===== src/hw/rtl/ndt_pkg.sv =====
// ndt_pkg: types, codes and constants shared by the notify debounce/throttle block
// used by ndt_step, ndt_cell and notify_debounce_throttle; depends on nothing
package ndt_pkg;

  localparam int NUM_CONTROLS_DEF = 64;
  localparam int IDX_W            = 6;
  localparam int VAL_W            = 32;
  localparam int IVL_W            = 16;
  localparam int POL_W            = 2;
  localparam int CFG_IDX_W        = 2;
  localparam int CFG_DATA_W       = 16;

  localparam logic [IVL_W-1:0] SINCE_MAX = '1;
  localparam logic [IVL_W-1:0] TIMER_MIN = IVL_W'(1);

  typedef enum logic [POL_W-1:0] {
    POL_IMMEDIATE = 2'd0,
    POL_DEBOUNCE  = 2'd1,
    POL_THROTTLE  = 2'd2
  } ndt_policy_t;

  typedef enum logic [CFG_IDX_W-1:0] {
    CFG_TOGGLE_POLICY   = 2'd0,
    CFG_TOGGLE_INTERVAL = 2'd1,
    CFG_CONT_POLICY     = 2'd2,
    CFG_CONT_INTERVAL   = 2'd3
  } ndt_cfg_idx_t;

  typedef enum logic {
    CMD_CHANGE = 1'b0,
    CMD_TICK   = 1'b1
  } ndt_cmd_t;

  typedef enum logic [1:0] {
    ST_IDLE,
    ST_SWEEP,
    ST_FLUSH
  } ndt_state_t;

  // request payload
  typedef struct packed {
    logic             command;
    logic [IDX_W-1:0] control_index;
    logic [VAL_W-1:0] value;
    logic             category;
    logic             has_override;
    logic [POL_W-1:0] override_policy;
    logic [IVL_W-1:0] override_interval_ms;
  } ndt_in_t;

  // result payload
  typedef struct packed {
    logic [IDX_W-1:0] out_index;
    logic [VAL_W-1:0] out_value;
    logic             last_of_run;
  } ndt_out_t;

  // per-control state held in one ring cell
  typedef struct packed {
    logic [IVL_W-1:0] timer;
    logic             is_throttle;
    logic [IVL_W-1:0] since_sent;
    logic             sent_ever;
    logic [VAL_W-1:0] value;
  } ndt_entry_t;

  // request being swept through the ring, policy already resolved
  typedef struct packed {
    logic             is_tick;
    logic [POL_W-1:0] policy;
    logic [IVL_W-1:0] interval;
    logic [VAL_W-1:0] value;
  } ndt_job_t;

endpackage


===== src/hw/rtl/ndt_step.sv =====
// ndt_step: update of the control entry at the head of the ring
// tick aging/expiry and change-request policy handling; depends on ndt_pkg
module ndt_step (
  input  ndt_pkg::ndt_entry_t        head,
  input  ndt_pkg::ndt_job_t          job,
  input  logic                       hit,
  output ndt_pkg::ndt_entry_t        updated,
  output logic                       emit,
  output logic [ndt_pkg::VAL_W-1:0]  emit_value
);
  import ndt_pkg::*;

  logic [IVL_W-1:0] remaining;

  // ticks still to wait before a trailing throttle send
  assign remaining = job.interval - head.since_sent;

  always_comb begin
    updated    = head;
    emit       = 1'b0;
    emit_value = head.value;
    if (job.is_tick) begin
      // age the elapsed count first, then count down the pending timer
      if (head.since_sent != SINCE_MAX) begin
        updated.since_sent = head.since_sent + TIMER_MIN;
      end
      if (head.timer != '0) begin
        updated.timer = head.timer - TIMER_MIN;
        if (head.timer == TIMER_MIN) begin
          emit = 1'b1;
          if (head.is_throttle) begin
            updated.since_sent = '0;
            updated.sent_ever  = 1'b1;
          end
          updated.is_throttle = 1'b0;
        end
      end
    end else if (hit) begin
      unique case (job.policy)
        POL_DEBOUNCE: begin
          updated.value       = job.value;
          updated.is_throttle = 1'b0;
          updated.timer       = (job.interval == '0) ? TIMER_MIN : job.interval;
        end
        POL_THROTTLE: begin
          if (!head.sent_ever || head.since_sent >= job.interval) begin
            // send now; only a pending throttle send is dropped
            emit               = 1'b1;
            emit_value         = job.value;
            updated.since_sent = '0;
            updated.sent_ever  = 1'b1;
            if (head.is_throttle) begin
              updated.timer       = '0;
              updated.is_throttle = 1'b0;
            end
          end else begin
            updated.value       = job.value;
            updated.is_throttle = 1'b1;
            updated.timer       = (remaining == '0) ? TIMER_MIN : remaining;
          end
        end
        default: begin
          // immediate, and the unused policy code
          emit       = 1'b1;
          emit_value = job.value;
        end
      endcase
    end
  end

endmodule


===== config.mk =====
export PLATFORM = sky130hd
export DESIGN_NAME = ndt_step
export DESIGN_NICKNAME = d
export VERILOG_FILES = /design/src/hw/rtl/ndt_pkg.sv /design/src/hw/rtl/ndt_step.sv
export SDC_FILE = /design/constraint.sdc
export NUM_CORES = 1
export LEC_CHECK = 0
export ABC_AREA = 0
export BUFFER_PORTS_ARGS = -buffer_cell sky130_fd_sc_hd__buf_2
export CAP_MARGIN = 20
export CORE_MARGIN = 2
export CORE_UTILIZATION = 51
export DETAILED_ROUTE_END_ITERATION = 6
export GPL_ROUTABILITY_DRIVEN = 0
export PLACE_DENSITY = 0.93
export SETUP_SLACK_MARGIN = 0.4
export SLEW_MARGIN = 25
export SYNTH_ARGS = -nofsm -noshare
export SYNTH_HDL_FRONTEND = slang
export SYNTH_SLANG_ARGS = --single-unit

===== constraint.sdc =====
create_clock -name vclk -period 6.55
set_input_delay 1.31 -clock vclk [all_inputs]
set_output_delay 1.31 -clock vclk [all_outputs]
set_load 0.01 [all_outputs]

==> metrics <==
Commonest cells post-synth a22oi_1, nand2_1, o21ai_0; Synth Area in Simple Gates 23.7%; Initial Util 52.2%; post_cts resized 0; routed via count 5,822; post-synth cell types 72; sequential cell count 0; core footprint 0.00718 mm²; CP max-delay cell a31oi_1; Setup Buffers After CTS 0; Synth Area in Adders 8.22%; Crit Path Max Fanout 16; crit path buf inv count 3; hold_sp head[44]; PortBufs 217; Post-Synth XOR/XNOR Area 5.61%; Die H 89.7 µm; Yosys warnings 0; share of the cycle needed by the critical path after routing 89.4%; initial antenna violation count 0; Setup crit end updated[40]; met3 global-route usage 3.44%; logic gate share of total power 100.0%; Max IR drop VDD 0.0445 mV; Fill cells 606; Slew Limit Fails 0; # clk buffers 0; fmax 171 MHz; Post-CTS Hold Fix Bufs 0; number of global-route vias before repair 5,143; first-pass GRT wire length 24.5 mm; Worst Setup Path Type in -> out; crit end category primary output; Largest stage delay, worst path 0.61 ns; top cell family by delay on the critical path compound AO/OA/AOI/OAI gates; Final Core Density 67.1%; Critical Path RT 5.24 ns; Worst path depth 13; DR iter-0 viols 677; DR pass1 iterations 6; Setup TNS Final 0 ns; Max Cap Viol 0; GR Layer Usage met2 62.4%; layout cells sized above 1 32.4%; CP Launch Type input pin; register area 0 µm²; area of the mapped netlist 0.00375 mm²; routed vias/inst 6.78; outcome complete, no violations; fin crit period 5.85 ns; worst-margin pin slew 0.883 ns; M1 GR Usage 43.6%; final count of hold timing violations 0; Pint 177 µW; Multi-input gate area 0.00345 mm²; mux cell area share after synthesis 3.04%; post-synth top area share 13.0%; Hold Path Class in -> out; number of remaining DRC errors 0; share of power burned in registers 0%; IO Pins 217; Final setup viols 0; Synth Area in Compound Gates 50.9%; Wirelength per Cell 17.9 µm; NumNets Final 904; WP data arrival 4.54 ns; largest net degree at the start of global routing 42; Clock power frac 0%; Slew headroom 41.1%; critical path, cell by cell buf_2 > ha_1 > fa_1 > nor2b_1 > o31a_1 > o21ai_2 > o22ai_2 > nand3_2 > buf_4 > a31oi_1 > o21ai_0 > o21ai_0 > buf_2; Routed Antenna Nets 0; Pwr Density 89.8 mW/mm²; cell count after synthesis 579; LEAKAGE 2.29 nW; RSZ-0062 raised after global routing no; # rows 31; Antenna diodes 0; die area 0.00805 mm²; Worst Setup SP head[33]; post-synthesis sequential area ratio 0%; Post-Syn Nets 721; largest cells by area after synthesis a22oi_1, a22o_1, ha_1, o21ai_0, nand2_1; WL final 15.4 mm; Remaining Overflow, GRT 0; largest family of logic cells by synthesized area compound AO/OA/AOI/OAI gates; gr busiest metal met2; synthesis-to-finish area growth 28.5%; Sw Pwr 255 µW; DPL Wire Length 12.1 mm; Tot GR Track Use 34.8%; Die W 89.7 µm; post-synth top area cell a22oi_1; most frequent cell after synthesis a22oi_1; post-synthesis average cell area 6.47 µm²; sw frac 59.0%
==> power groups by stage <==
stage / Combinational (mW) / Clock (mW) / Sequential, mW
after detailed placement: 0.418 / 0 / 0
after global routing: 0.464 / 0 / 0
final: 0.432 / 0 / 0
after global placement: 0.404 / 0 / 0
after CTS: 0.419 / 0 / 0
after floorplan: 0.262 / 0 / 0
==> worst min path at each step <==
stage,to,slack (ns),depth (start not counted)
after CTS,updated[44],2.93,3
after floorplan,updated[44],2.71,1
after detailed placement,updated[44],2.93,3
final,updated[44],2.93,3
after global placement,updated[44],2.93,3
after global routing,updated[36],2.94,3
==> metal layers <==
metal	up-vias	part of all wire [%]	wire, µm
li1	2636	-	-
met1	2647	38	5890
met2	462	47	7190
met3	77	11	1620
met4	0	4.3	653
met5	-	0	0
==> through the flow <==
| stage | instances | power [mW] | setup slack, ns | hold slack (ns) | area [µm²] |
|---|---|---|---|---|---|
| finish | 859 | 0.432 | 0.697 | 2.93 | 4810 |
| global route | 859 | 0.464 | 0.467 | 2.94 | 4810 |
| CTS | 859 | 0.419 | 0.790 | 2.93 | 4810 |
| detailed placement | 859 | 0.418 | 0.801 | 2.93 | 4810 |
| global placement | 859 | 0.404 | 0.933 | 2.93 | 4800 |
| floorplan | 579 | 0.262 | 1.74 | 2.71 | 3750 |
==> cell type report <==
type,instances,area share [%]
multi-input cells,507,71.6
repair buffers,223,23.5
well taps,99,2.57
inverters,30,2.34
==> tightest hold or removal path: stages <==
cell     delay (ns)
buf_2          0.11
o31ai_1        0.07
buf_2          0.13
==> cell usage in the layout (no fill, tap or decap), types with 4 or more instances in the layout <==
cell type / count
nand4_1: 10
buf_4: 6
o31ai_1: 14
o211ai_1: 5
or3_1: 4
nor3_1: 16
a22o_1: 33
o21a_1: 7
buf_2: 217
nand2_1: 53
xnor2_1: 9
inv_1: 29
o21ai_1: 6
nor2b_1: 9
a21oi_1: 34
ha_1: 23
nor4_1: 6
a221oi_1: 7
mux2i_1: 8
nand2b_1: 7
a22oi_1: 65
a21o_1: 4
a31oi_1: 10
nor2_1: 39
xor2_1: 15
nand3_1: 15
o21ai_0: 46
==> cells by family after synthesis <==
kind of cell             count (synthesis)
AO/OA/AOI/OAI                          268
XOR/XNOR                                24
adder cells (fa/ha/maj)                 24
buffers and inverters                   72
multiplexers                            11
AND/OR/NAND/NOR                        180
(Power assumes the default switching activity.)
