File: src/hw/rtl/ndt_pkg.sv
// ndt_pkg: types, codes and constants shared by the notify debounce/throttle block
// used by ndt_step, ndt_cell and notify_debounce_throttle; depends on nothing
package ndt_pkg;

  localparam int NUM_CONTROLS_DEF = 64;
  localparam int IDX_W            = 6;
  localparam int VAL_W            = 32;
  localparam int IVL_W            = 16;
  localparam int POL_W            = 2;
  localparam int CFG_IDX_W        = 2;
  localparam int CFG_DATA_W       = 16;

  localparam logic [IVL_W-1:0] SINCE_MAX = '1;
  localparam logic [IVL_W-1:0] TIMER_MIN = IVL_W'(1);

  typedef enum logic [POL_W-1:0] {
    POL_IMMEDIATE = 2'd0,
    POL_DEBOUNCE  = 2'd1,
    POL_THROTTLE  = 2'd2
  } ndt_policy_t;

  typedef enum logic [CFG_IDX_W-1:0] {
    CFG_TOGGLE_POLICY   = 2'd0,
    CFG_TOGGLE_INTERVAL = 2'd1,
    CFG_CONT_POLICY     = 2'd2,
    CFG_CONT_INTERVAL   = 2'd3
  } ndt_cfg_idx_t;

  typedef enum logic {
    CMD_CHANGE = 1'b0,
    CMD_TICK   = 1'b1
  } ndt_cmd_t;

  typedef enum logic [1:0] {
    ST_IDLE,
    ST_SWEEP,
    ST_FLUSH
  } ndt_state_t;

  // request payload
  typedef struct packed {
    logic             command;
    logic [IDX_W-1:0] control_index;
    logic [VAL_W-1:0] value;
    logic             category;
    logic             has_override;
    logic [POL_W-1:0] override_policy;
    logic [IVL_W-1:0] override_interval_ms;
  } ndt_in_t;

  // result payload
  typedef struct packed {
    logic [IDX_W-1:0] out_index;
    logic [VAL_W-1:0] out_value;
    logic             last_of_run;
  } ndt_out_t;

  // per-control state held in one ring cell
  typedef struct packed {
    logic [IVL_W-1:0] timer;
    logic             is_throttle;
    logic [IVL_W-1:0] since_sent;
    logic             sent_ever;
    logic [VAL_W-1:0] value;
  } ndt_entry_t;

  // request being swept through the ring, policy already resolved
  typedef struct packed {
    logic             is_tick;
    logic [POL_W-1:0] policy;
    logic [IVL_W-1:0] interval;
    logic [VAL_W-1:0] value;
  } ndt_job_t;

endpackage

File: src/hw/rtl/ndt_cell.sv
// ndt_cell: one ring cell holding the state of one control
// loads its neighbor's entry whenever the ring shifts; depends on ndt_pkg
module ndt_cell (
  input  logic                clk,
  input  logic                rst,
  input  logic                shift,
  input  ndt_pkg::ndt_entry_t d,
  output ndt_pkg::ndt_entry_t q
);
  import ndt_pkg::*;

  // timer and throttle bookkeeping
  always_ff @(posedge clk) begin
    if (rst) begin
      q.timer       <= '0;
      q.is_throttle <= 1'b0;
      q.since_sent  <= '0;
      q.sent_ever   <= 1'b0;
    end else if (shift) begin
      q.timer       <= d.timer;
      q.is_throttle <= d.is_throttle;
      q.since_sent  <= d.since_sent;
      q.sent_ever   <= d.sent_ever;
    end
  end

  // pending value word, meaningful only once written
  always_ff @(posedge clk) begin
    if (shift) begin
      q.value <= d.value;
    end
  end

endmodule

File: config.mk
export PLATFORM = sky130hd
export DESIGN_NAME = ndt_cell
export DESIGN_NICKNAME = d
export VERILOG_FILES = /design/src/hw/rtl/ndt_pkg.sv /design/src/hw/rtl/ndt_cell.sv
export SDC_FILE = /design/constraint.sdc
export NUM_CORES = 1
export LEC_CHECK = 0
export BUFFER_PORTS_ARGS = -buffer_cell sky130_fd_sc_hd__buf_2
export CORE_AREA = 2 2 58 101
export DETAILED_ROUTE_END_ITERATION = 10
export DIE_AREA = 0 0 60 103
export GPL_ROUTABILITY_DRIVEN = 0
export PLACE_DENSITY_LB_ADDON = 0.1
export SYNTH_ARGS = -nofsm -noshare
export SYNTH_HDL_FRONTEND = slang
export SYNTH_SLANG_ARGS = --single-unit
File: constraint.sdc
create_clock -name clk -period 0.8 [get_ports clk]
set_input_delay 0.04 -clock clk [delete_from_list [all_inputs] [get_ports clk]]
set_output_delay 0.04 -clock clk [all_outputs]
set_load 0.01 [all_outputs]
==> results of run 1 <==
## cell families (layout without fill, tap and decap cells)
group                  count (synthesis)  after routing  share of synthesized area
AND/OR/NAND/NOR                       34             34                     0.0580
multiplexers                          34             34                      0.155
flip-flops                            66             66                      0.746
buffers and inverters                  8            226                     0.0410
## timing repair
item,in CTS,in global routing
setup buffers,1,3
cloned,0,0
hold buffers,66,0
gates resized for setup,68,0
hold endpoints to repair,66,0
setup endpoints to repair,66,66
## worst min-delay path: cells and delay by family
| family | cells | cell delay [ns] |
|---|---|---|
| and+or+nand+nor | 1 | 0.05 |
| buffers and inverters | 2 | 0.26 |
## area by class of cell
cell class                      instances  area (um2)  area share
Sequential cell                        66        1680       0.410
Timing Repair Buffer                  210        1660       0.404
Clock buffer                           11         141      0.0345
Multi-Input combinational cell         68         468       0.114
Clock inverter                          5        55.1      0.0134
Tap cell                               76        95.1      0.0232
## worst max-delay path by stage
stage	endpoint	slack (ns)	depth (start not counted)
after floorplan	q[33]	0.16	4
after global placement	q[59]	0.02	4
after detailed placement	q[64]	-0.01	4
after CTS	q[8]	-0.12	1
after global routing	q[15]	-0.14	1
final	q[8]	-0.09	1
## routing by layer
metal,share of wire,wire length (um),vias up,global-route usage
li1,-,-,918,-
met1,0.36,2220,851,0.194
met2,0.55,3370,93,0.355
met3,0.068,416,10,0.0602
met4,0.016,97,0,0.0786
met5,0,0,-,0
## cells in the mapped netlist
cell type	number	area share
sky130_fd_sc_hd__dfxtp_1	34	0.31
sky130_fd_sc_hd__mux2i_1	34	0.15
sky130_fd_sc_hd__nor2_1	34	0.058
sky130_fd_sc_hd__edfxtp_1	32	0.44
sky130_fd_sc_hd__buf_12	3	0.027
sky130_fd_sc_hd__buf_2	3	0.0068
sky130_fd_sc_hd__buf_1	1	0.0017
sky130_fd_sc_hd__buf_6	1	0.0051
## power by group
group | switching (uW) | internal, uW | total (uW)
clock network | 1190 | 1510 | 2710
logic | 478 | 736 | 1210
registers | 103 | 3810 | 3910
## stage by stage
stage	instance area [um2]	worst slack, ns	util	setup TNS [ns]
after floorplan	2200	0.160	-	0
after global placement	2960	0.0218	0.543	0
after detailed placement	2960	-0.0116	0.543	-0.0126
after CTS	4080	-0.119	0.749	-3.68
after global routing	4100	-0.144	0.753	-5.34
final	4100	-0.0948	0.753	-2.64
==> impl_metrics.prom, run 1 <==
# TYPE chip_impl_metric gauge
chip_impl_metric{name="finalHoldViolCount",unit=""} 0
chip_impl_metric{name="rows",unit=""} 36
chip_impl_info{name="worst_r2r_endpoint",value="q[54]"} 1
chip_impl_info{name="biggestRegsByFlops",value="q (66)"} 1
chip_impl_metric{name="syn_area",unit="mm2"} 0.00220
chip_impl_metric{name="crit_path_max_fanout",unit=""} 1
chip_impl_metric{name="placed_cells_incl_taps",unit=""} 350
chip_impl_metric{name="cpPeakStageDelay",unit="ns"} 0.37
chip_impl_metric{name="num_io_pins",unit=""} 135
chip_impl_metric{name="p_leak",unit="uW"} 0.00191
chip_impl_metric{name="cts_made_buffers",unit=""} 9
chip_impl_metric{name="clock_insertion_delay_worst_skew",unit="ns"} 0.33
chip_impl_info{name="crit-reg2reg-launch",value="q[54]"} 1
chip_impl_metric{name="fill_cells",unit=""} 338
chip_impl_metric{name="total_of_max_cap_violations",unit=""} 0
chip_impl_metric{name="portBuffers",unit=""} 134
chip_impl_info{name="startpoint_class",value="register"} 1
chip_impl_metric{name="post_synth_inst_count",unit=""} 142
chip_impl_metric{name="drtPass1Iterations",unit=""} 4
chip_impl_info{name="run_status",value="finished with violations"} 1
chip_impl_metric{name="routed_wirelength",unit="um"} 6100
chip_impl_metric{name="timing.critical_path.arrival",unit="ns"} 0.85
chip_impl_metric{name="grt_antenna_before_repair",unit=""} 0
chip_impl_info{name="register_with_the_highest_flop_count",value="q"} 1
chip_impl_metric{name="setup_slack",unit="ns"} -0.0948
chip_impl_info{name="setup.worst_path.start",value="q[8]"} 1
chip_impl_info{name="timing.critical_path.cells",value="buf_2"} 1
chip_impl_metric{name="pin_count_of_the_biggest_net_entering_global_routing",unit=""} 27
chip_impl_metric{name="route.antenna.remaining_nets",unit=""} 0
chip_impl_metric{name="critical_path_required",unit="ns"} 0.76
chip_impl_metric{name="largest_reg_flops",unit=""} 66
chip_impl_metric{name="dr.first_iter.drc_count",unit=""} 25
chip_impl_metric{name="final_layout_size_suffix_gt1_frac",unit=""} 0.536
chip_impl_metric{name="clock_sinks",unit=""} 66
chip_impl_metric{name="final_nets",unit=""} 424
chip_impl_metric{name="syn_avg_cell_area",unit="um2"} 15.5
chip_impl_metric{name="fp.dieW",unit="um"} 60
chip_impl_metric{name="wire_length_of_the_first_global_routing_pass",unit="um"} 8670
chip_impl_metric{name="chipHeight",unit="um"} 103
chip_impl_metric{name="first_global_vias",unit=""} 1906
chip_impl_metric{name="post_drt_wl_per_cell",unit="um"} 14.0
chip_impl_metric{name="worstMarginPinSlew",unit="ns"} 0.208
chip_impl_metric{name="dp_hpwl",unit="um"} 3390
chip_impl_info{name="rsz_0062_raised_after_global_routing",value="true"} 1
chip_impl_metric{name="die_outline_area",unit="mm2"} 0.00618
chip_impl_metric{name="synth.distinct_cells",unit=""} 8
chip_impl_info{name="worst-setup-path-type",value="reg2out"} 1
chip_impl_metric{name="cts-root-to-sink-buffers",unit=""} 2
chip_impl_metric{name="maxClockFrequency",unit="MHz"} 1120
chip_impl_info{name="timing.hold.worst.start",value="rst"} 1
chip_impl_info{name="holdPathEnd",value="q[37]"} 1
chip_impl_metric{name="all_layer_global_routing_usage",unit=""} 0.193
chip_impl_metric{name="reg2reg_depth",unit=""} 3
chip_impl_info{name="path_delay_family",value="flip-flops"} 1
chip_impl_metric{name="final_period_minus_worst_setup_slack",unit="ns"} 0.895
chip_impl_metric{name="floorplan.core_area",unit="mm2"} 0.00545
chip_impl_metric{name="starting_utilization_of_the_core_area",unit=""} 0.404
chip_impl_info{name="tritoncts",value="done"} 1
chip_impl_info{name="violations_in_the_final_reports",value="negative setup slack"} 1
chip_impl_info{name="critical-path-slowest-cell",value="sky130_fd_sc_hd__edfxtp_1"} 1
chip_impl_metric{name="detail_route.vias_per_cell",unit=""} 4.29
chip_impl_metric{name="skew",unit="ns"} 0
chip_impl_metric{name="via_count",unit=""} 1872
chip_impl_metric{name="synth-seq-cells",unit=""} 66
chip_impl_info{name="layout_common_cells",value="sky130_fd_sc_hd__buf_2, sky130_fd_sc_hd__dlygate4sd3_1"} 1
chip_impl_metric{name="cp_num_buf_inv",unit=""} 1
chip_impl_metric{name="final-instance-count-excl-fill",unit=""} 436
chip_impl_info{name="cts-root-buf",value="sky130_fd_sc_hd__clkbuf_8"} 1
chip_impl_metric{name="timing.final.setup_violations",unit=""} 61
chip_impl_metric{name="cellPowerDensity",unit="mW/mm2"} 1910
chip_impl_metric{name="worst_ir_drop_vdd",unit="V"} 0.00194
chip_impl_metric{name="slew_headroom",unit=""} 0.857
chip_impl_metric{name="synthToLayoutAreaGrowth",unit="%"} 86.5
chip_impl_metric{name="timing_max_transition_violations_final",unit=""} 0
chip_impl_metric{name="worst_setup_hold_path_clk_slew",unit="ns"} 0.08
chip_impl_metric{name="drcViolationCount",unit=""} 0
chip_impl_metric{name="layout_worst_path_cycle_share",unit=""} 1.12
chip_impl_metric{name="grt_overflow",unit=""} 0
chip_impl_metric{name="totalPowerFinal",unit="uW"} 7830
chip_impl_metric{name="timing.hold.worst_path_depth",unit=""} 3
chip_impl_metric{name="synthesis.yosys.warnings",unit=""} 0
chip_impl_metric{name="postSynthNetCount",unit=""} 211
chip_impl_metric{name="reg_to_reg_slack_setup",unit="ns"} 0.03
chip_impl_metric{name="num_antenna_cells",unit=""} 0
chip_impl_metric{name="htreeDepth",unit=""} 3
chip_impl_info{name="layout.cells.most_common",value="sky130_fd_sc_hd__buf_2"} 1
chip_impl_info{name="hold_path_class",value="in2reg"} 1
chip_impl_info{name="setup.worst_path.end_class",value="output port"} 1
chip_impl_metric{name="worst_hold_slack",unit="ns"} 0.0610
chip_impl_metric{name="synth_seq_area_share",unit=""} 0.746
No activity file was read; power rests on OpenSTA's default activity.
==> run 2, diff against run 1 <==
Settings changed: CORE_AREA 2 2 58 101 to 2 2 74 130, DIE_AREA 0 0 60 103 to 0 0 76 132.
==> run 2 against run 1 <==
  * The flow still finishes with violations (negative setup slack)
  * Critical endpoint is now q[27]
  * Clock power grew 42%
  * Combinational power is essentially flat
  * Worst hold slack gained 0.048 ns
  * Setup slack gained 0.017 ns
  * Final cell count grew 9.2%
  * Sequential share of layout area shrank 1.4 points
  * First-iteration DRC count grew 96%
  * Global-route usage shrank 7.0 points
  * Die area grew 62%
  * Routed wire length shrank 4.0%
==> impl_metrics.prom, run 2 (synthesized netlist as in run 1, its figures left out) <==
# TYPE chip_impl_metric gauge
chip_impl_info{name="critical-path-slowest-cell",value="sky130_fd_sc_hd__edfxtp_1"} 1
chip_impl_metric{name="num_io_pins",unit=""} 135
chip_impl_metric{name="dp_hpwl",unit="um"} 3750
chip_impl_info{name="run_status",value="finished with violations"} 1
chip_impl_metric{name="clock_sinks",unit=""} 66
chip_impl_metric{name="largest_reg_flops",unit=""} 66
chip_impl_metric{name="post_drt_wl_per_cell",unit="um"} 12.3
chip_impl_info{name="hold_path_class",value="in2reg"} 1
chip_impl_metric{name="final_layout_size_suffix_gt1_frac",unit=""} 0.528
chip_impl_metric{name="starting_utilization_of_the_core_area",unit=""} 0.247
chip_impl_metric{name="cpPeakStageDelay",unit="ns"} 0.37
chip_impl_metric{name="timing.final.setup_violations",unit=""} 33
chip_impl_info{name="setup.worst_path.end_class",value="output port"} 1
chip_impl_metric{name="routed_wirelength",unit="um"} 5860
chip_impl_info{name="cts-root-buf",value="sky130_fd_sc_hd__clkbuf_16"} 1
chip_impl_info{name="worst-setup-path-type",value="reg2out"} 1
chip_impl_metric{name="detail_route.vias_per_cell",unit=""} 3.93
chip_impl_metric{name="drtPass1Iterations",unit=""} 4
chip_impl_metric{name="finalHoldViolCount",unit=""} 0
chip_impl_metric{name="rows",unit=""} 46
chip_impl_metric{name="cellPowerDensity",unit="mW/mm2"} 2110
chip_impl_metric{name="drcViolationCount",unit=""} 0
chip_impl_metric{name="skew",unit="ns"} 0
chip_impl_info{name="layout.cells.most_common",value="sky130_fd_sc_hd__buf_2"} 1
chip_impl_metric{name="placement.setup.worst_slack",unit="ns"} 0.0182
chip_impl_metric{name="htreeDepth",unit=""} 3
chip_impl_metric{name="maxClockFrequency",unit="MHz"} 1140
chip_impl_metric{name="wire_length_of_the_first_global_routing_pass",unit="um"} 9560
chip_impl_metric{name="worst_setup_hold_path_clk_slew",unit="ns"} 0.05
chip_impl_metric{name="layout_worst_path_cycle_share",unit=""} 1.10
chip_impl_metric{name="synthToLayoutAreaGrowth",unit="%"} 92.9
chip_impl_metric{name="slew_headroom",unit=""} 0.889
chip_impl_metric{name="grt_overflow",unit=""} 0
chip_impl_metric{name="die_outline_area",unit="mm2"} 0.0100
chip_impl_metric{name="clock_insertion_delay_worst_skew",unit="ns"} 0.32
chip_impl_metric{name="worstMarginPinSlew",unit="ns"} 0.161
chip_impl_metric{name="power.internal",unit="uW"} 7110
chip_impl_metric{name="cts-root-to-sink-buffers",unit=""} 2
chip_impl_info{name="biggestRegsByFlops",value="q (66)"} 1
chip_impl_metric{name="p_leak",unit="uW"} 0.00194
chip_impl_metric{name="pin_count_of_the_biggest_net_entering_global_routing",unit=""} 35
chip_impl_metric{name="switching_share",unit=""} 0.206
chip_impl_metric{name="dr.first_iter.drc_count",unit=""} 49
chip_impl_metric{name="clockPowerShare",unit=""} 0.430
chip_impl_info{name="violations_in_the_final_reports",value="negative setup slack"} 1
chip_impl_metric{name="first_global_vias",unit=""} 1999
chip_impl_metric{name="cts_made_buffers",unit=""} 9
chip_impl_metric{name="share_seq_of_total_power",unit=""} 0.437
chip_impl_metric{name="floorplan.core_area",unit="mm2"} 0.00892
chip_impl_metric{name="final_nets",unit=""} 420
chip_impl_info{name="rsz_0062_raised_after_global_routing",value="true"} 1
chip_impl_info{name="path_delay_family",value="flip-flops"} 1
chip_impl_info{name="tritoncts",value="done"} 1
chip_impl_metric{name="net-switching-power",unit="uW"} 1840
chip_impl_metric{name="via_count",unit=""} 1871
chip_impl_metric{name="num_antenna_cells",unit=""} 0
chip_impl_metric{name="chipHeight",unit="um"} 132
chip_impl_metric{name="fp.dieW",unit="um"} 76
chip_impl_metric{name="timing_max_transition_violations_final",unit=""} 0
chip_impl_metric{name="all_layer_global_routing_usage",unit=""} 0.123
chip_impl_info{name="register_with_the_highest_flop_count",value="q"} 1
chip_impl_metric{name="route.antenna.remaining_nets",unit=""} 0
chip_impl_metric{name="portBuffers",unit=""} 134
chip_impl_metric{name="crit_path_max_fanout",unit=""} 1
chip_impl_metric{name="final_period_minus_worst_setup_slack",unit="ns"} 0.878
chip_impl_metric{name="critical_path_required",unit="ns"} 0.76
chip_impl_info{name="timing.critical_path.cells",value="buf_2"} 1
chip_impl_info{name="layout_common_cells",value="sky130_fd_sc_hd__buf_2, sky130_fd_sc_hd__dlygate4sd3_1"} 1
chip_impl_metric{name="setup_slack",unit="ns"} -0.0781
chip_impl_metric{name="total_of_max_cap_violations",unit=""} 0
chip_impl_info{name="startpoint_class",value="register"} 1
chip_impl_metric{name="grt_antenna_before_repair",unit=""} 0
chip_impl_metric{name="share_comb_of_total_power",unit=""} 0.133
chip_impl_metric{name="cp_num_buf_inv",unit=""} 1
chip_impl_metric{name="postLayoutCoreUtil",unit=""} 0.476
chip_impl_metric{name="worst_ir_drop_vdd",unit="V"} 0.00133
chip_impl_metric{name="timing.critical_path.arrival",unit="ns"} 0.84
-- run 2: metrics by stage --
step / cells / hold WS [ns] / setup TNS (ns) / area [um2] / total power [uW]
final: 476 / 0.109 / -1.75 / 4240 / 8960
after global routing: 476 / 0.127 / -3.81 / 4240 / 9320
after CTS: 474 / 0.106 / -2.90 / 4230 / 9110
after detailed placement: 392 / 0.218 / 0 / 3010 / 4760
after global placement: 392 / 0.218 / 0 / 3010 / 4760
after floorplan: 142 / 0.139 / 0 / 2200 / 4300
-- run 2: path summary, 6_finish.rpt --
check / startpoint / endpoint / slack [ns] / cells after the start
setup reg to reg: q[34] / q[34] / 0.05 / 3
setup / recovery: q[27] / q[27] / -0.08 / 1
hold / removal: rst / q[53] / 0.11 / 3
hold reg to reg: q[53] / q[53] / 0.49 / 2
-- run 2: final cells by class --
class                   count  area (um2)
clock buffers              13         260
clock inverters             3        40.0
fillers                   788        4680
multi-input cells          68         468
flip-flops and latches     66        1680
well taps                 120         150
repair buffers            206        1640
-- run 2: power by group through the flow --
stage                     combinational [uW]  clock [uW]  sequential [uW]
after CTS                               1190        4010             3910
after floorplan                          237           0             4060
after global placement                   828           0             3930
final                                   1190        3850             3910
after global routing                    1290        4100             3930
after detailed placement                 827           0             3930
-- run 2: per-layer routing --
layer,wire length (um),part of all wire,GRT usage
met5,0,0,0
met4,168,0.029,0.0788
met3,483,0.082,0.0445
met2,3010,0.51,0.216
met1,2200,0.37,0.120
-- run 2: repair_timing --
| action | 4_1_cts | 5_1_grt |
|---|---|---|
| buffers inserted | 0 | 2 |
| gates resized for setup | 68 | 0 |
| hold buffers | 66 | 0 |
| setup endpoints to repair | 66 | 66 |
| endpoints found under the hold margin | 66 | 0 |
==> run 3, diff against run 2 <==
Settings changed: ABC_AREA set to 1, CAP_MARGIN set to 25, CORE_AREA 2 2 74 130 to 2 2 77 134, DIE_AREA 0 0 76 132 to 0 0 79 136.
==> run 3 against run 2 <==
  * The run still ends with negative setup slack left
  * Total power hardly changed
  * Critical path depth unchanged
  * Sequential power hardly changed
  * Via count up 16%
  * Final cell count up 21%
  * Critical endpoint is now q[29]
  * Routed wire length up 2.8%
  * Combinational power rose by 6%
  * Design area up 2.0%
==> impl_metrics.prom, run 3 <==
# TYPE chip_impl_metric gauge
chip_impl_metric{name="post-cts-setup-buffers",unit=""} 0
chip_impl_metric{name="share_seq_of_total_power",unit=""} 0.440
chip_impl_metric{name="chipHeight",unit="um"} 136
chip_impl_metric{name="num_antenna_cells",unit=""} 0
chip_impl_metric{name="rows",unit=""} 48
chip_impl_info{name="tritoncts",value="done"} 1
chip_impl_metric{name="num_io_pins",unit=""} 135
chip_impl_metric{name="p_leak",unit="uW"} 0.00214
chip_impl_info{name="ys_dominant_reg_cell",value="sky130_fd_sc_hd__dfxtp_1"} 1
chip_impl_metric{name="syn_avg_cell_area",unit="um2"} 9.53
chip_impl_metric{name="maxClockFrequency",unit="MHz"} 1140
chip_impl_info{name="critical-path-slowest-cell",value="sky130_fd_sc_hd__edfxtp_1"} 1
chip_impl_metric{name="grt_antenna_before_repair",unit=""} 0
chip_impl_metric{name="worst_hold_slack",unit="ns"} 0.0126
chip_impl_metric{name="cts_made_buffers",unit=""} 9
chip_impl_metric{name="final_period_minus_worst_setup_slack",unit="ns"} 0.879
chip_impl_info{name="register_with_the_highest_flop_count",value="q"} 1
chip_impl_metric{name="dr.first_iter.drc_count",unit=""} 43
chip_impl_metric{name="critical_path_required",unit="ns"} 0.76
chip_impl_info{name="setup.worst_path.end_class",value="output port"} 1
chip_impl_metric{name="drcViolationCount",unit=""} 0
chip_impl_info{name="biggestRegsByFlops",value="q (66)"} 1
chip_impl_info{name="startpoint_class",value="register"} 1
chip_impl_metric{name="worstMarginPinSlew",unit="ns"} 0.164
chip_impl_metric{name="post_drt_wl_per_cell",unit="um"} 10.4
chip_impl_metric{name="route.antenna.remaining_nets",unit=""} 0
chip_impl_metric{name="routed_wirelength",unit="um"} 6020
chip_impl_metric{name="starting_utilization_of_the_core_area",unit=""} 0.243
chip_impl_metric{name="dp_hpwl",unit="um"} 3980
chip_impl_metric{name="wire_length_of_the_first_global_routing_pass",unit="um"} 9030
chip_impl_info{name="path_delay_family",value="flip-flops"} 1
chip_impl_info{name="worst_r2r_endpoint",value="q[39]"} 1
chip_impl_metric{name="reg_to_reg_slack_setup",unit="ns"} 0.23
chip_impl_metric{name="crit_path_max_fanout",unit=""} 1
chip_impl_metric{name="clock_sinks",unit=""} 66
chip_impl_metric{name="totalPowerFinal",unit="uW"} 8960
chip_impl_metric{name="final-instance-count-excl-fill",unit=""} 577
chip_impl_info{name="hold_path_class",value="in2reg"} 1
chip_impl_info{name="worst-setup-path-type",value="reg2out"} 1
chip_impl_metric{name="detail_route.vias_per_cell",unit=""} 3.75
chip_impl_metric{name="net-switching-power",unit="uW"} 1980
chip_impl_metric{name="cpPeakStageDelay",unit="ns"} 0.37
chip_impl_metric{name="synth-seq-cells",unit=""} 66
chip_impl_metric{name="clock_insertion_delay_worst_skew",unit="ns"} 0.32
chip_impl_metric{name="reg2reg_depth",unit=""} 2
chip_impl_metric{name="setup_slack",unit="ns"} -0.0794
chip_impl_metric{name="grt_overflow",unit=""} 0
chip_impl_info{name="holdPathEnd",value="q[58]"} 1
chip_impl_info{name="run_status",value="finished with violations"} 1
chip_impl_info{name="layout.cells.most_common",value="sky130_fd_sc_hd__buf_2"} 1
chip_impl_metric{name="power.internal",unit="uW"} 6980
chip_impl_metric{name="timing.final.setup_violations",unit=""} 35
chip_impl_metric{name="skew",unit="ns"} 0
chip_impl_info{name="layout_common_cells",value="sky130_fd_sc_hd__buf_2, sky130_fd_sc_hd__nor2_1, sky130_fd_sc_hd__nand2_1"} 1
chip_impl_metric{name="cts-root-to-sink-buffers",unit=""} 2
chip_impl_metric{name="critical_path_cell_count",unit=""} 1
chip_impl_metric{name="final_layout_size_suffix_gt1_frac",unit=""} 0.416
chip_impl_metric{name="pin_count_of_the_biggest_net_entering_global_routing",unit=""} 39
chip_impl_info{name="cts-root-buf",value="sky130_fd_sc_hd__clkbuf_16"} 1
chip_impl_metric{name="portBuffers",unit=""} 134
chip_impl_metric{name="timing_max_transition_violations_final",unit=""} 0
chip_impl_metric{name="synthToLayoutAreaGrowth",unit="%"} 83.1
chip_impl_metric{name="synthesis.yosys.warnings",unit=""} 0
chip_impl_metric{name="synth_seq_area_share",unit=""} 0.695
chip_impl_metric{name="via_count",unit=""} 2164
chip_impl_metric{name="floorplan.core_area",unit="mm2"} 0.00973
chip_impl_metric{name="cp_num_buf_inv",unit=""} 1
chip_impl_metric{name="clockPowerShare",unit=""} 0.419
chip_impl_metric{name="finalHoldViolCount",unit=""} 0
chip_impl_metric{name="ys_async_sr_fraction",unit=""} 0
chip_impl_metric{name="worst_setup_hold_path_clk_slew",unit="ns"} 0.05
chip_impl_metric{name="synth_top_cell_area_share",unit=""} 0.407
chip_impl_metric{name="placed_cells_incl_taps",unit=""} 503
chip_impl_metric{name="worst_ir_drop_vdd",unit="V"} 0.000974
chip_impl_metric{name="multi_input_area",unit="um2"} 510
chip_impl_info{name="synth_area_leaders",value="sky130_fd_sc_hd__edfxtp_1, sky130_fd_sc_hd__dfxtp_1, sky130_fd_sc_hd__nand2_1"} 1
chip_impl_info{name="timing.hold.worst.start",value="d[58]"} 1
chip_impl_metric{name="postSynthNetCount",unit=""} 317
chip_impl_metric{name="synth.distinct_cells",unit=""} 8
chip_impl_info{name="synth.top_cells.by_count",value="sky130_fd_sc_hd__nand2_1, sky130_fd_sc_hd__nor2_1, sky130_fd_sc_hd__dfxtp_1, sky130_fd_sc_hd__inv_1, sky130_fd_sc_hd__edfxtp_1"} 1
chip_impl_metric{name="placement.setup.worst_slack",unit="ns"} 0.0689
chip_impl_metric{name="cellPowerDensity",unit="mW/mm2"} 2070
chip_impl_metric{name="drtPass1Iterations",unit=""} 4
chip_impl_metric{name="die_outline_area",unit="mm2"} 0.0107
chip_impl_metric{name="total_of_max_cap_violations",unit=""} 0
chip_impl_info{name="violations_in_the_final_reports",value="negative setup slack"} 1
chip_impl_info{name="timing.critical_path.cells",value="buf_2"} 1
chip_impl_metric{name="post_synth_inst_count",unit=""} 248
chip_impl_metric{name="switching_share",unit=""} 0.220
chip_impl_metric{name="largest_reg_flops",unit=""} 66
chip_impl_metric{name="timing.hold.worst_path_depth",unit=""} 5
chip_impl_metric{name="slew_headroom",unit=""} 0.891
chip_impl_metric{name="final_nets",unit=""} 516
chip_impl_metric{name="syn_area",unit="mm2"} 0.00236
chip_impl_info{name="rsz_0062_raised_after_global_routing",value="true"} 1
chip_impl_metric{name="synth-edff-count",unit=""} 32
chip_impl_info{name="crit-reg2reg-launch",value="q[39]"} 1
chip_impl_metric{name="all_layer_global_routing_usage",unit=""} 0.110
chip_impl_metric{name="timing.critical_path.arrival",unit="ns"} 0.84
chip_impl_metric{name="ff_latch_area",unit="mm2"} 0.00168
chip_impl_metric{name="htreeDepth",unit=""} 3
chip_impl_metric{name="layout_worst_path_cycle_share",unit=""} 1.10
chip_impl_metric{name="fill_cells",unit=""} 986
chip_impl_metric{name="fin_setup_tns",unit="ns"} -1.76
chip_impl_metric{name="fp.dieW",unit="um"} 79
chip_impl_metric{name="share_comb_of_total_power",unit=""} 0.141
chip_impl_info{name="synth_top_area_cell",value="sky130_fd_sc_hd__edfxtp_1"} 1
chip_impl_metric{name="first_global_vias",unit=""} 2001
[run 3: kinds of logic after synthesis]
| group | Yosys count | synth area share |
|---|---|---|
| DFF | 66 | 0.695 |
| buffers and inverters | 46 | 0.0895 |
| and+or+nand+nor | 136 | 0.216 |
[run 3: layout make-up]
cell class                      instances  area share
Timing Repair Buffer                  199       0.360
Tap cell                              125      0.0361
Sequential cell                        66       0.389
Clock inverter                          4      0.0121
Clock buffer                           12      0.0546
Inverter                               35      0.0304
Multi-Input combinational cell        136       0.118
[run 3: worst max path at each step]
stage | endpoint | slack [ns] | from
2_1_floorplan | q[43] | 0.17 | shift
3_3_place_gp | q[4] | 0.07 | shift
3_5_place_dp | q[4] | 0.07 | shift
4_1_cts | q[29] | -0.11 | q[29]
5_1_grt | q[29] | -0.13 | q[29]
6_report | q[29] | -0.08 | q[29]
[run 3: timing repair]
| item | CTS | global route |
|---|---|---|
| endpoints found under the setup margin | 66 | 66 |
| pin swaps | 0 | 0 |
| resized for setup | 68 | 0 |
| hold buffers | 58 | 0 |
| hold endpoints to repair | 58 | 0 |
| cloned | 0 | 0 |
[run 3: metrics by stage]
step	instance area [um2]	util
finish	4330	0.445
global route	4330	0.445
CTS	4330	0.445
detailed placement	3200	0.329
global placement	3200	0.329
floorplan	2360	-
[run 3: power by group through the flow]
stage	Sequential, uW	Combinational (uW)	Clock (uW)
after floorplan	4100	285	0
after global placement	3960	932	0
after detailed placement	3960	932	0
after CTS	3940	1280	3930
after global routing	3970	1400	4070
final	3940	1260	3750
[run 3: metal layers]
| metal | up-vias | wire length [um] | global-route usage | part of all wire |
|---|---|---|---|---|
| met2 | 99 | 2960 | 0.185 | 0.49 |
| met1 | 913 | 2390 | 0.118 | 0.40 |
| met3 | 9 | 564 | 0.0418 | 0.094 |
| met5 | - | 0 | 0 | 0 |
| met4 | 0 | 114 | 0.0575 | 0.019 |
| li1 | 1143 | - | - | - |
